`src/hdl/lfdc_pkg.sv`:
```
// Shared types and constants of the line-follow drive controller.
package lfdc_pkg;

  // Field widths
  localparam int GAIN_W  = 20;
  localparam int ILIM_W  = 12;
  localparam int SPEED_W = 14;
  localparam int ACCEL_W = 13;
  localparam int PWM_W   = 15;
  localparam int DRIVE_W = 16;
  localparam int CFG_A_W = 3;
  localparam int CFG_D_W = 20;

  // Datapath widths
  localparam int ERR_W   = 7;   // steering error, tenths, -32..32
  localparam int DER_W   = 8;   // error difference, -64..64
  localparam int SUM_W   = 16;  // clamped error sum
  localparam int PE_W    = 28;
  localparam int IS_W    = 37;
  localparam int DD_W    = 29;
  localparam int S_W     = 38;  // PID sum, 2560 counts per output unit
  localparam int M_W     = 44;  // 23 * PID sum
  localparam int UL_W    = 21;
  localparam int UB_W    = 22;
  localparam int PRODL_W = 43;
  localparam int PRODB_W = 45;
  localparam int QL_W    = 21;
  localparam int QB_W    = 19;
  localparam int ACC_W   = 22;

  // Divide by 5: u in [0, 2^21), floor(u * RECIP5 / 2^24)
  localparam logic [21:0] RECIP5  = 22'd3355444;
  localparam int          SHIFT5  = 24;
  // Divide by 25: u in [0, 2^22), floor(u * RECIP25 / 2^27)
  localparam logic [22:0] RECIP25 = 23'd5368710;
  localparam int          SHIFT25 = 27;

  // Pre-division clamps (beyond them every output saturates anyway)
  localparam longint CLAMP_L  = 524288;   // 2^19
  localparam longint OFFS_L   = 1310720;  // 5 * 2^18
  localparam longint QOFFS_L  = 262144;   // 2^18
  localparam longint CLAMP_B  = 1048576;  // 2^20
  localparam longint OFFS_B   = 1638400;  // 25 * 2^16
  localparam longint QOFFS_B  = 65536;    // 2^16

  // Steering weights in tenths: far left, near left, near right, far right
  localparam logic signed [ERR_W-1:0] SENSOR_WEIGHT [4] = '{
    7'sd20, 7'sd12, -7'sd12, -7'sd20
  };

  localparam int LINE_POLARITY_DEF = 0;

  // Register reset values
  localparam logic [GAIN_W-1:0]         GAIN_P_RST  = 20'd128000;
  localparam logic [GAIN_W-1:0]         GAIN_I_RST  = 20'd0;
  localparam logic [GAIN_W-1:0]         GAIN_D_RST  = 20'd0;
  localparam logic [ILIM_W-1:0]         ILIM_RST    = 12'd1000;
  localparam logic signed [SPEED_W-1:0] CRUISE_RST  = 14'sd800;
  localparam logic signed [SPEED_W-1:0] BACKUP_RST  = -14'sd600;
  localparam logic [ACCEL_W-1:0]        ACCEL_RST   = 13'd100;
  localparam logic [PWM_W-1:0]          PWM_RST     = 15'd6000;

  typedef enum logic [1:0] {
    MODE_NORMAL    = 2'd0,
    MODE_TURNING   = 2'd1,
    MODE_REVERSING = 2'd2
  } drive_mode_t;

  typedef enum logic [CFG_A_W-1:0] {
    REG_GAIN_P     = 3'd0,
    REG_GAIN_I     = 3'd1,
    REG_GAIN_D     = 3'd2,
    REG_ILIM       = 3'd3,
    REG_CRUISE     = 3'd4,
    REG_BACKUP     = 3'd5,
    REG_ACCEL_STEP = 3'd6,
    REG_PWM_LIMIT  = 3'd7
  } cfg_reg_t;

  typedef struct packed {
    logic                      v;
    drive_mode_t               mode;
    logic signed [SPEED_W-1:0] speed;
  } stage_info_t;

endpackage

```
`src/hdl/line_follow_drive_controller.sv`:
```
// Line-follow drive controller: mode select, speed ramp, steering PID, mixer.
//
// Each input transaction is one control tick: four raw line-sensor bits. The
// block picks a mode (all sensors on the line: reversing at backup_speed; some:
// turning with target 0; none: normal at cruise_speed), ramps the speed toward
// the target by at most the acceleration step, runs a PID on the weighted
// sensor error and mixes left/right/back motor commands, each truncated toward
// zero and saturated to +/- pwm_limit. Throughput is one transaction per clock
// unless the output stalls; results pass the input register, seven pipeline
// stages and the output register. The pipeline moves as a whole: it advances
// whenever the output register is empty or being taken, so an output stall
// holds every stage and in_ready. The speed ramp and the PID state close their
// loop in the first stage, so back-to-back ticks see each other's state. The
// user writes the configuration registers (cfg_we/cfg_addr/cfg_wdata) only while
// the block is idle, which the block does not enforce; reset restores their documented defaults.
module line_follow_drive_controller #(
  parameter int LINE_POLARITY = lfdc_pkg::LINE_POLARITY_DEF
) (
  input  logic                                  clk,
  input  logic                                  rst_n,
  // configuration write port
  input  logic                                  cfg_we,
  input  logic [lfdc_pkg::CFG_A_W-1:0]          cfg_addr,
  input  logic [lfdc_pkg::CFG_D_W-1:0]          cfg_wdata,
  // sensor transactions
  input  logic                                  in_valid,
  output logic                                  in_ready,
  input  logic                                  in_sensor_far_left,
  input  logic                                  in_sensor_near_left,
  input  logic                                  in_sensor_near_right,
  input  logic                                  in_sensor_far_right,
  // drive transactions
  output logic                                  out_valid,
  input  logic                                  out_ready,
  output logic signed [lfdc_pkg::DRIVE_W-1:0]   out_left_drive,
  output logic signed [lfdc_pkg::DRIVE_W-1:0]   out_right_drive,
  output logic signed [lfdc_pkg::DRIVE_W-1:0]   out_back_drive,
  output lfdc_pkg::drive_mode_t                 out_drive_mode,
  output logic signed [lfdc_pkg::SPEED_W-1:0]   out_ramped_speed
);
  import lfdc_pkg::*;

  // ---------------------------------------------------------------------------
  // Configuration registers
  // ---------------------------------------------------------------------------
  logic [GAIN_W-1:0]         gain_p_r, gain_i_r, gain_d_r;
  logic [ILIM_W-1:0]         ilim_r;
  logic signed [SPEED_W-1:0] cruise_r, backup_r;
  logic [ACCEL_W-1:0]        accel_r;
  logic [PWM_W-1:0]          pwm_r;

  // ---------------------------------------------------------------------------
  // Loop state (speed ramp and PID memory)
  // ---------------------------------------------------------------------------
  logic signed [SPEED_W-1:0] last_speed_r;
  logic signed [SUM_W-1:0]   error_sum_r;
  logic signed [ERR_W-1:0]   last_error_r;

  // ---------------------------------------------------------------------------
  // Pipeline registers
  // ---------------------------------------------------------------------------
  logic                      s0_v_r;
  logic [3:0]                s0_sens_r;        // {far_right, near_right, near_left, far_left}
  stage_info_t               info_r [1:7];     // valid, mode and speed riding along

  logic signed [ERR_W-1:0]   s1_err_r;
  logic signed [SUM_W-1:0]   s1_sum_r;
  logic signed [DER_W-1:0]   s1_deriv_r;

  logic signed [PE_W-1:0]    s2_pe_r;
  logic signed [IS_W-1:0]    s2_is_r;
  logic signed [DD_W-1:0]    s2_dd_r;

  logic signed [S_W-1:0]     s3_s_r;

  logic signed [S_W-1:0]     s4_s_r;
  logic signed [M_W-1:0]     s4_m_r;

  logic [UL_W-1:0]           s5_ul_r;
  logic [UB_W-1:0]           s5_ub_r;
  logic                      s5_lowl_r, s5_lowb_r;

  logic [PRODL_W-1:0]        s6_prodl_r;
  logic [PRODB_W-1:0]        s6_prodb_r;
  logic [UL_W-1:0]           s6_ul_r;
  logic [UB_W-1:0]           s6_ub_r;
  logic                      s6_lowl_r, s6_lowb_r;

  logic signed [QL_W-1:0]    s7_ql_r;
  logic signed [QB_W-1:0]    s7_qb_r;
  logic                      s7_nzl_r, s7_nzb_r;

  logic                      out_valid_r;
  logic signed [DRIVE_W-1:0] left_r, right_r, back_r;
  drive_mode_t               mode_r;
  logic signed [SPEED_W-1:0] speed_r;

  // Whole pipeline advances when the output register can take a new result
  logic en;
  assign en       = !out_valid_r || out_ready;
  assign in_ready = en;

  // ---------------------------------------------------------------------------
  // Stage 1: mode, speed ramp, PID error terms (closes the state loop)
  // ---------------------------------------------------------------------------
  function automatic logic signed [ERR_W-1:0] steer_error(input logic [3:0] raw);
    logic signed [ERR_W-1:0] e;
    e = '0;
    for (int k = 0; k < 4; k++) begin
      // sensor value is 0 when raw is 1, otherwise -1 (polarity 0) or +1
      if (!raw[k]) begin
        if (LINE_POLARITY == 0) e = e - SENSOR_WEIGHT[k];
        else                    e = e + SENSOR_WEIGHT[k];
      end
    end
    return e;
  endfunction

  logic [3:0]                on_line;
  stage_info_t               info1_nxt;
  logic signed [SPEED_W-1:0] target;
  logic signed [SPEED_W:0]   diff, acc_lim;
  logic signed [ERR_W-1:0]   err_nxt;
  logic signed [SUM_W:0]     sum_raw, ilim_t;
  logic [SUM_W:0]            ilim_x10;
  logic signed [SUM_W-1:0]   sum_nxt;
  logic signed [DER_W-1:0]   deriv_nxt;

  always_comb begin
    on_line = (LINE_POLARITY == 0) ? s0_sens_r : ~s0_sens_r;

    info1_nxt.v = s0_v_r;
    if (&on_line) begin
      info1_nxt.mode = MODE_REVERSING;
      target         = backup_r;
    end else if (|on_line) begin
      info1_nxt.mode = MODE_TURNING;
      target         = '0;
    end else begin
      info1_nxt.mode = MODE_NORMAL;
      target         = cruise_r;
    end

    // slew limit toward target
    acc_lim = signed'({2'b00, accel_r});
    diff    = (SPEED_W+1)'(target) - (SPEED_W+1)'(last_speed_r);
    if (diff > acc_lim)       diff = acc_lim;
    else if (diff < -acc_lim) diff = -acc_lim;
    info1_nxt.speed = SPEED_W'((SPEED_W+1)'(last_speed_r) + diff);

    // integral with clamp at min(10 * integral_limit, 32767)
    err_nxt  = steer_error(s0_sens_r);
    ilim_x10 = (SUM_W+1)'(ilim_r) * (SUM_W+1)'(10);
    if (ilim_x10 > (SUM_W+1)'(32767)) ilim_t = (SUM_W+1)'(32767);
    else                              ilim_t = signed'(ilim_x10);
    sum_raw = (SUM_W+1)'(error_sum_r) + (SUM_W+1)'(err_nxt);
    if (sum_raw > ilim_t)       sum_raw = ilim_t;
    else if (sum_raw < -ilim_t) sum_raw = -ilim_t;
    sum_nxt   = SUM_W'(sum_raw);
    deriv_nxt = DER_W'(err_nxt) - DER_W'(last_error_r);
  end

  // ---------------------------------------------------------------------------
  // Stages 2..5: PID products, sum, 23x for the back wheel, pre-division clamp
  // ---------------------------------------------------------------------------
  logic signed [PE_W-1:0] pe_nxt;
  logic signed [IS_W-1:0] is_nxt;
  logic signed [DD_W-1:0] dd_nxt;
  logic signed [S_W-1:0]  s_nxt;
  logic signed [M_W-1:0]  s_wide, m_nxt;
  logic signed [S_W-1:0]  xs;
  logic signed [M_W-1:0]  ys;
  logic [UL_W-1:0]        ul_nxt;
  logic [UB_W-1:0]        ub_nxt;

  always_comb begin
    pe_nxt = PE_W'(signed'({1'b0, gain_p_r})) * PE_W'(s1_err_r);
    is_nxt = IS_W'(signed'({1'b0, gain_i_r})) * IS_W'(s1_sum_r);
    dd_nxt = DD_W'(signed'({1'b0, gain_d_r})) * DD_W'(s1_deriv_r);

    s_nxt = S_W'(s2_pe_r) + S_W'(s2_is_r) + S_W'(s2_dd_r);

    // 23 * S by shift and add
    s_wide = M_W'(s3_s_r);
    m_nxt  = (s_wide <<< 4) + (s_wide <<< 2) + (s_wide <<< 1) + s_wide;

    // floor(S / 512), clamped, then offset to a positive multiple-of-5 base
    xs = s4_s_r >>> 9;
    if (xs > S_W'(CLAMP_L))       xs = S_W'(CLAMP_L);
    else if (xs < -S_W'(CLAMP_L)) xs = -S_W'(CLAMP_L);
    ul_nxt = UL_W'(xs + S_W'(OFFS_L));

    // floor(23S / 2048), clamped, offset to a positive multiple-of-25 base
    ys = s4_m_r >>> 11;
    if (ys > M_W'(CLAMP_B))       ys = M_W'(CLAMP_B);
    else if (ys < -M_W'(CLAMP_B)) ys = -M_W'(CLAMP_B);
    ub_nxt = UB_W'(ys + M_W'(OFFS_B));
  end

  // ---------------------------------------------------------------------------
  // Stages 6..7: reciprocal division by 5 and by 25, remainder flags
  // ---------------------------------------------------------------------------
  logic [PRODL_W-1:0]     prodl_nxt;
  logic [PRODB_W-1:0]     prodb_nxt;
  logic [UL_W-3:0]        qul;   // floor(u / 5), 19 bits
  logic [UB_W-5:0]        qub;   // floor(u / 25), 18 bits
  logic signed [QL_W-1:0] ql_nxt;
  logic signed [QB_W-1:0] qb_nxt;
  logic                   nzl_nxt, nzb_nxt;

  always_comb begin
    prodl_nxt = PRODL_W'(s5_ul_r) * PRODL_W'(RECIP5);
    prodb_nxt = PRODB_W'(s5_ub_r) * PRODB_W'(RECIP25);

    qul    = s6_prodl_r[PRODL_W-1:SHIFT5];
    qub    = s6_prodb_r[PRODB_W-1:SHIFT25];
    ql_nxt = signed'({2'b00, qul}) - QL_W'(QOFFS_L);
    qb_nxt = signed'({1'b0, qub}) - QB_W'(QOFFS_B);
    // nonzero remainder of the full division
    nzl_nxt = s6_lowl_r || ((UL_W+1)'(s6_ul_r) != (UL_W+1)'(qul) * (UL_W+1)'(5));
    nzb_nxt = s6_lowb_r || (s6_ub_r != UB_W'(qub) * UB_W'(25));
  end

  // ---------------------------------------------------------------------------
  // Stage 8: mixer, truncation toward zero, saturation
  // ---------------------------------------------------------------------------
  function automatic logic signed [DRIVE_W-1:0] sat(input logic signed [ACC_W-1:0] v,
                                                     input logic [PWM_W-1:0]        lim);
    logic signed [ACC_W-1:0] l;
    l = signed'(ACC_W'(lim));
    if (v > l)       return DRIVE_W'(l);
    else if (v < -l) return DRIVE_W'(-l);
    else             return DRIVE_W'(v);
  endfunction

  logic signed [ACC_W-1:0] spd_w, la, ra, ba;
  logic signed [DRIVE_W-1:0] left_nxt, right_nxt, back_nxt;

  always_comb begin
    spd_w = ACC_W'(info_r[7].speed);
    // floor division plus one where the quotient is negative and inexact
    la = spd_w + ACC_W'(s7_ql_r);
    if (s7_nzl_r && la < 0) la = la + ACC_W'(1);
    ra = -spd_w + ACC_W'(s7_ql_r);
    if (s7_nzl_r && ra < 0) ra = ra + ACC_W'(1);
    ba = ACC_W'(s7_qb_r);
    if (s7_nzb_r && ba < 0) ba = ba + ACC_W'(1);

    if (info_r[7].mode == MODE_REVERSING) begin
      left_nxt  = sat(spd_w, pwm_r);
      right_nxt = sat(spd_w, pwm_r);
      back_nxt  = sat(spd_w, pwm_r);
    end else begin
      left_nxt  = sat(la, pwm_r);
      right_nxt = sat(ra, pwm_r);
      back_nxt  = sat(ba, pwm_r);
    end
  end

  // ---------------------------------------------------------------------------
  // Control, configuration, loop state and per-stage info
  // ---------------------------------------------------------------------------
  always_ff @(posedge clk) begin
    if (!rst_n) begin
      gain_p_r     <= GAIN_P_RST;
      gain_i_r     <= GAIN_I_RST;
      gain_d_r     <= GAIN_D_RST;
      ilim_r       <= ILIM_RST;
      cruise_r     <= CRUISE_RST;
      backup_r     <= BACKUP_RST;
      accel_r      <= ACCEL_RST;
      pwm_r        <= PWM_RST;
      last_speed_r <= '0;
      error_sum_r  <= '0;
      last_error_r <= '0;
      s0_v_r       <= 1'b0;
      out_valid_r  <= 1'b0;
      for (int k = 1; k <= 7; k++) info_r[k].v <= 1'b0;
    end else begin
      if (cfg_we) begin
        case (cfg_reg_t'(cfg_addr))
          REG_GAIN_P:     gain_p_r <= cfg_wdata[GAIN_W-1:0];
          REG_GAIN_I:     gain_i_r <= cfg_wdata[GAIN_W-1:0];
          REG_GAIN_D:     gain_d_r <= cfg_wdata[GAIN_W-1:0];
          REG_ILIM:       ilim_r   <= cfg_wdata[ILIM_W-1:0];
          REG_CRUISE:     cruise_r <= signed'(cfg_wdata[SPEED_W-1:0]);
          REG_BACKUP:     backup_r <= signed'(cfg_wdata[SPEED_W-1:0]);
          REG_ACCEL_STEP: accel_r  <= cfg_wdata[ACCEL_W-1:0];
          REG_PWM_LIMIT:  pwm_r    <= cfg_wdata[PWM_W-1:0];
          default: ;
        endcase
      end
      if (en) begin
        s0_v_r    <= in_valid;
        info_r[1] <= info1_nxt;
        for (int k = 2; k <= 7; k++) info_r[k] <= info_r[k-1];
        out_valid_r <= info_r[7].v;
        if (s0_v_r) begin
          last_speed_r <= info1_nxt.speed;
          error_sum_r  <= sum_nxt;
          last_error_r <= err_nxt;
        end
      end
    end
  end

  // ---------------------------------------------------------------------------
  // Datapath registers
  // ---------------------------------------------------------------------------
  always_ff @(posedge clk) begin
    if (en) begin
      s0_sens_r <= {in_sensor_far_right, in_sensor_near_right,
                    in_sensor_near_left, in_sensor_far_left};

      s1_err_r   <= err_nxt;
      s1_sum_r   <= sum_nxt;
      s1_deriv_r <= deriv_nxt;

      s2_pe_r <= pe_nxt;
      s2_is_r <= is_nxt;
      s2_dd_r <= dd_nxt;

      s3_s_r <= s_nxt;

      s4_s_r <= s3_s_r;
      s4_m_r <= m_nxt;

      s5_ul_r   <= ul_nxt;
      s5_ub_r   <= ub_nxt;
      s5_lowl_r <= |s4_s_r[8:0];
      s5_lowb_r <= |s4_m_r[10:0];

      s6_prodl_r <= prodl_nxt;
      s6_prodb_r <= prodb_nxt;
      s6_ul_r    <= s5_ul_r;
      s6_ub_r    <= s5_ub_r;
      s6_lowl_r  <= s5_lowl_r;
      s6_lowb_r  <= s5_lowb_r;

      s7_ql_r  <= ql_nxt;
      s7_qb_r  <= qb_nxt;
      s7_nzl_r <= nzl_nxt;
      s7_nzb_r <= nzb_nxt;

      left_r  <= left_nxt;
      right_r <= right_nxt;
      back_r  <= back_nxt;
      mode_r  <= info_r[7].mode;
      speed_r <= info_r[7].speed;
    end
  end

  assign out_valid        = out_valid_r;
  assign out_left_drive   = left_r;
  assign out_right_drive  = right_r;
  assign out_back_drive   = back_r;
  assign out_drive_mode   = mode_r;
  assign out_ramped_speed = speed_r;

endmodule

```
`config.mk`:
```
export PLATFORM = sky130hd
export DESIGN_NAME = line_follow_drive_controller
export DESIGN_NICKNAME = d
export VERILOG_FILES = /design/src/hdl/lfdc_pkg.sv /design/src/hdl/line_follow_drive_controller.sv
export SDC_FILE = /design/constraint.sdc
export NUM_CORES = 2
export LEC_CHECK = 0
export BUFFER_PORTS_ARGS = -buffer_cell sky130_fd_sc_hd__buf_2
export CORE_ASPECT_RATIO = 1.4
export CORE_UTILIZATION = 45
export CTS_BUF_LIST = sky130_fd_sc_hd__clkbuf_16
export DETAILED_ROUTE_END_ITERATION = 10
export GPL_TIMING_DRIVEN = 0
export PLACE_DENSITY = 0.68
export SLEW_MARGIN = 25
export SYNTH_ARGS = -nofsm -noshare
export SYNTH_HDL_FRONTEND = slang
export SYNTH_SLANG_ARGS = --single-unit
```
`constraint.sdc`:
```
create_clock -name clk -period 16.8 [get_ports clk]
set_input_delay 1.68 -clock clk [delete_from_list [all_inputs] [get_ports clk]]
set_output_delay 1.68 -clock clk [all_outputs]
set_load 0.05 [all_outputs]
```
==> results.toml <==
[status]
status = "completed"

[cts]
clock_latency_ns = 0.74
root_buffer = "clkbuf_16"
numClockSinks = 755
cts_tree = "yes"
cts.path.max_buffers = 3
htreeDepth = 3
post_cts_buffers = 0
ctsResizeCount = 0
numCtsBuffers = 84
clkTransAtPathRegs_ns = 0.07
holdBufCountCts = 0

[global_route]
antenna_found_initial = 3
grt_overflow = 0
grt_max_degree = 87
grt_usage = 0.250
grt_pass1_wl_um = 343000
first_global_vias = 61033

[power_and_ir_drop]
powerDensity_nw_per_um2 = 197
vdd_drop_max_uv = 213
leakage_nw = 41.3

[setup_path]
arrival_ns = 10.82
path_class = "reg2reg"
r2r_setup_slack_ns = 6.65
cp-start-kind = "register"
slowest_delay_ns = 0.78
crit_required_ns = 17.47
cpMaxStageDelayCell = "a2111oi_1"
crit_buf_inv = 3
critPathMaxFanout = 10
cp_common_cell = "a21oi_1"
cp_top_family = "compound AO/OA/AOI/OAI gates"
end_kind = "register"

[synthesis]
synth_common_cells = "inv_1 (1209), ha_1 (1193), fa_1 (832), nand2_1 (812), edfxtp_1 (590)"
yosysMostFrequentCell = "inv_1"
yosysSeqAreaShare = 0.262
synth_top_cell_by_area = "edfxtp_1"
synth.distinct_cells = 93
ys_seq_elements = 755
yosysWarnings = 0
synthArstFlopShare = 0
syn-num-nets = 10032
synth-edff-count = 590
netlist.area_leader.share = 0.221
syn_area_per_cell_um2 = 10.1
synth_top_flop_cell = "edfxtp_1"
syn_area_um2 = 80200
synth_cells = 7975
ys_top_cells_by_area = "edfxtp_1 (22%), fa_1 (21%), ha_1 (19%), inv_1 (5.7%), dfxtp_1 (4.1%)"

[route]
routed_wl_um = 220000
vias = 58138
drtIter0Drc = 3388
antenna_left = 0
vias_per_cell = 5.52
routedWlPerCell_um = 20.9
drc = 0
dr.pass1.iters = 5

[floorplanning]
initial_utilization = 0.455
num_rows = 182
core_area_um2 = 176000
dieArea_um2 = 180000
die_width_um = 359
die_h_um = 501
ios = 98

[sta]
hold_viol_final = 0
finalCritPeriodShare = 0.604
setup_tns_ns = 0
slew_viol_final = 0
hold-worst-slack_ns = 0.398
worst_pin_slew_ns = 1.09
max_freq_ghz = 0.0985
fin_ws_ns = 6.65
rsz0062_at_grt = "false"
finalSetupViolCount = 0
final.min_clock_period_ns = 10.15
maxSlewHeadroom = 0.276
skew_ns = 0.0282

[placement]
place_ws_ns = 6.61
dp.cells = 10375
dp_hpwl_um = 182000
gp_congestion = 0.962
io_buffers = 83

[job]
cap_violations = 0

[finish]
finalNetCount = 10218
num-fill-cells = 16195
fin_cells = 10533
layout-drive-gt1-share = 0.0423
syn2layout_area_growth_pct = 8.38
utilization = 0.493

[min_path]
hp-class = "reg2reg"
==> power breakdown <==
group | switching (W) | internal (W) | total [W]
Clock | 0.000824 | 0.00118 | 0.00201
Sequential | 0.000444 | 0.00300 | 0.00344
Combinational | 0.00675 | 0.00492 | 0.0117
==> final timing paths <==
kind | startpoint | end | depth (start not counted)
max | on_line[0] | last_speed_r[13] | 34
min | info_r[0][106] | info_r[0][123] | 0
max reg2reg | on_line[0] | last_speed_r[13] | 34
min reg2reg | info_r[0][106] | info_r[0][123] | 0
==> state kept, by name (all words and copies together), names as in the netlist, 18 cells and up <==
name        cells
s2_is_r        37
gain_i_r       20
s6_ul_r        21
s6_prodb_r     18
s4_s_r         38
s4_m_r         43
s7_qb_r        19
gain_d_r       20
s6_prodl_r     19
s6_ub_r        22
s7_ql_r        19
s5_ul_r        21
gain_p_r       20
s3_s_r         38
info_r        119
s2_dd_r        27
s2_pe_r        26
s5_ub_r        22
==> stage by stage <==
stage / power, W / instance area, µm²
finish: 0.0171 / 86900
global route: 0.0187 / 86900
floorplan: 0.0122 / 80200
CTS: 0.0172 / 86900
detailed placement: 0.0151 / 83900
global placement: 0.0148 / 83500
==> layout make-up <==
| class | instances | area (µm²) | share of cell area |
|---|---|---|---|
| clock buffer | 85 | 2130 | 0.0245 |
| timing repair buffer | 100 | 736 | 0.00847 |
| antenna | 2 | 5.00 | 0.0000576 |
| sequential | 755 | 21000 | 0.242 |
| buffer | 218 | 875 | 0.0101 |
| inverter | 1214 | 4560 | 0.0525 |
| clock inverter | 71 | 877 | 0.0101 |
| multi-input combinational | 5788 | 53800 | 0.619 |
| tap | 2300 | 2880 | 0.0331 |
==> placed cells by master (no fill, tap or decap), types with 14 or more instances in the layout <==
master	count
a21oi_1	425
edfxtp_1	590
bufinv_16	16
mux2_2	20
a211oi_1	44
nor2_1	324
nand2b_1	108
a31oi_1	26
clkbuf_2	14
dfxtp_1	165
and3_1	47
o211ai_1	37
o22ai_1	24
inv_1	1215
a2111oi_0	20
a21o_1	124
clkinv_1	14
a211o_1	21
clkbuf_16	85
fa_1	832
nor2b_1	121
nor3_1	110
xnor2_1	281
mux2i_1	63
nand3_1	121
xor2_1	111
o21bai_1	27
nand4_1	58
and2_1	203
o21a_1	101
clkbuf_1	180
buf_2	96
o21ai_0	199
nor4_1	35
or3_1	30
nand2_1	812
o221ai_1	16
ha_1	1193
==> routing by layer <==
layer,wire [µm],global-route usage,vias to the layer above
li1,-,-,27324
met1,83900,0.280,28748
met2,112000,0.451,1494
met3,9020,0.0258,572
met4,15100,0.155,0
met5,0,0,-
==> cells by family (layout without fill, tap and decap cells) <==
family          count (synthesis)  count (layout)  share of synthesized area
simple gates                 2040            2040                      0.122
other cells                     0               2                          0
buf+inv                      1432            1688                     0.0677
flops                         755             755                      0.262
xor+xnor                      392             392                     0.0428
fa+ha+maj                    2025            2025                      0.394
mux                            83              83                     0.0107
compound gates               1248            1248                      0.101
No activity file was read; power rests on OpenSTA's default activity.
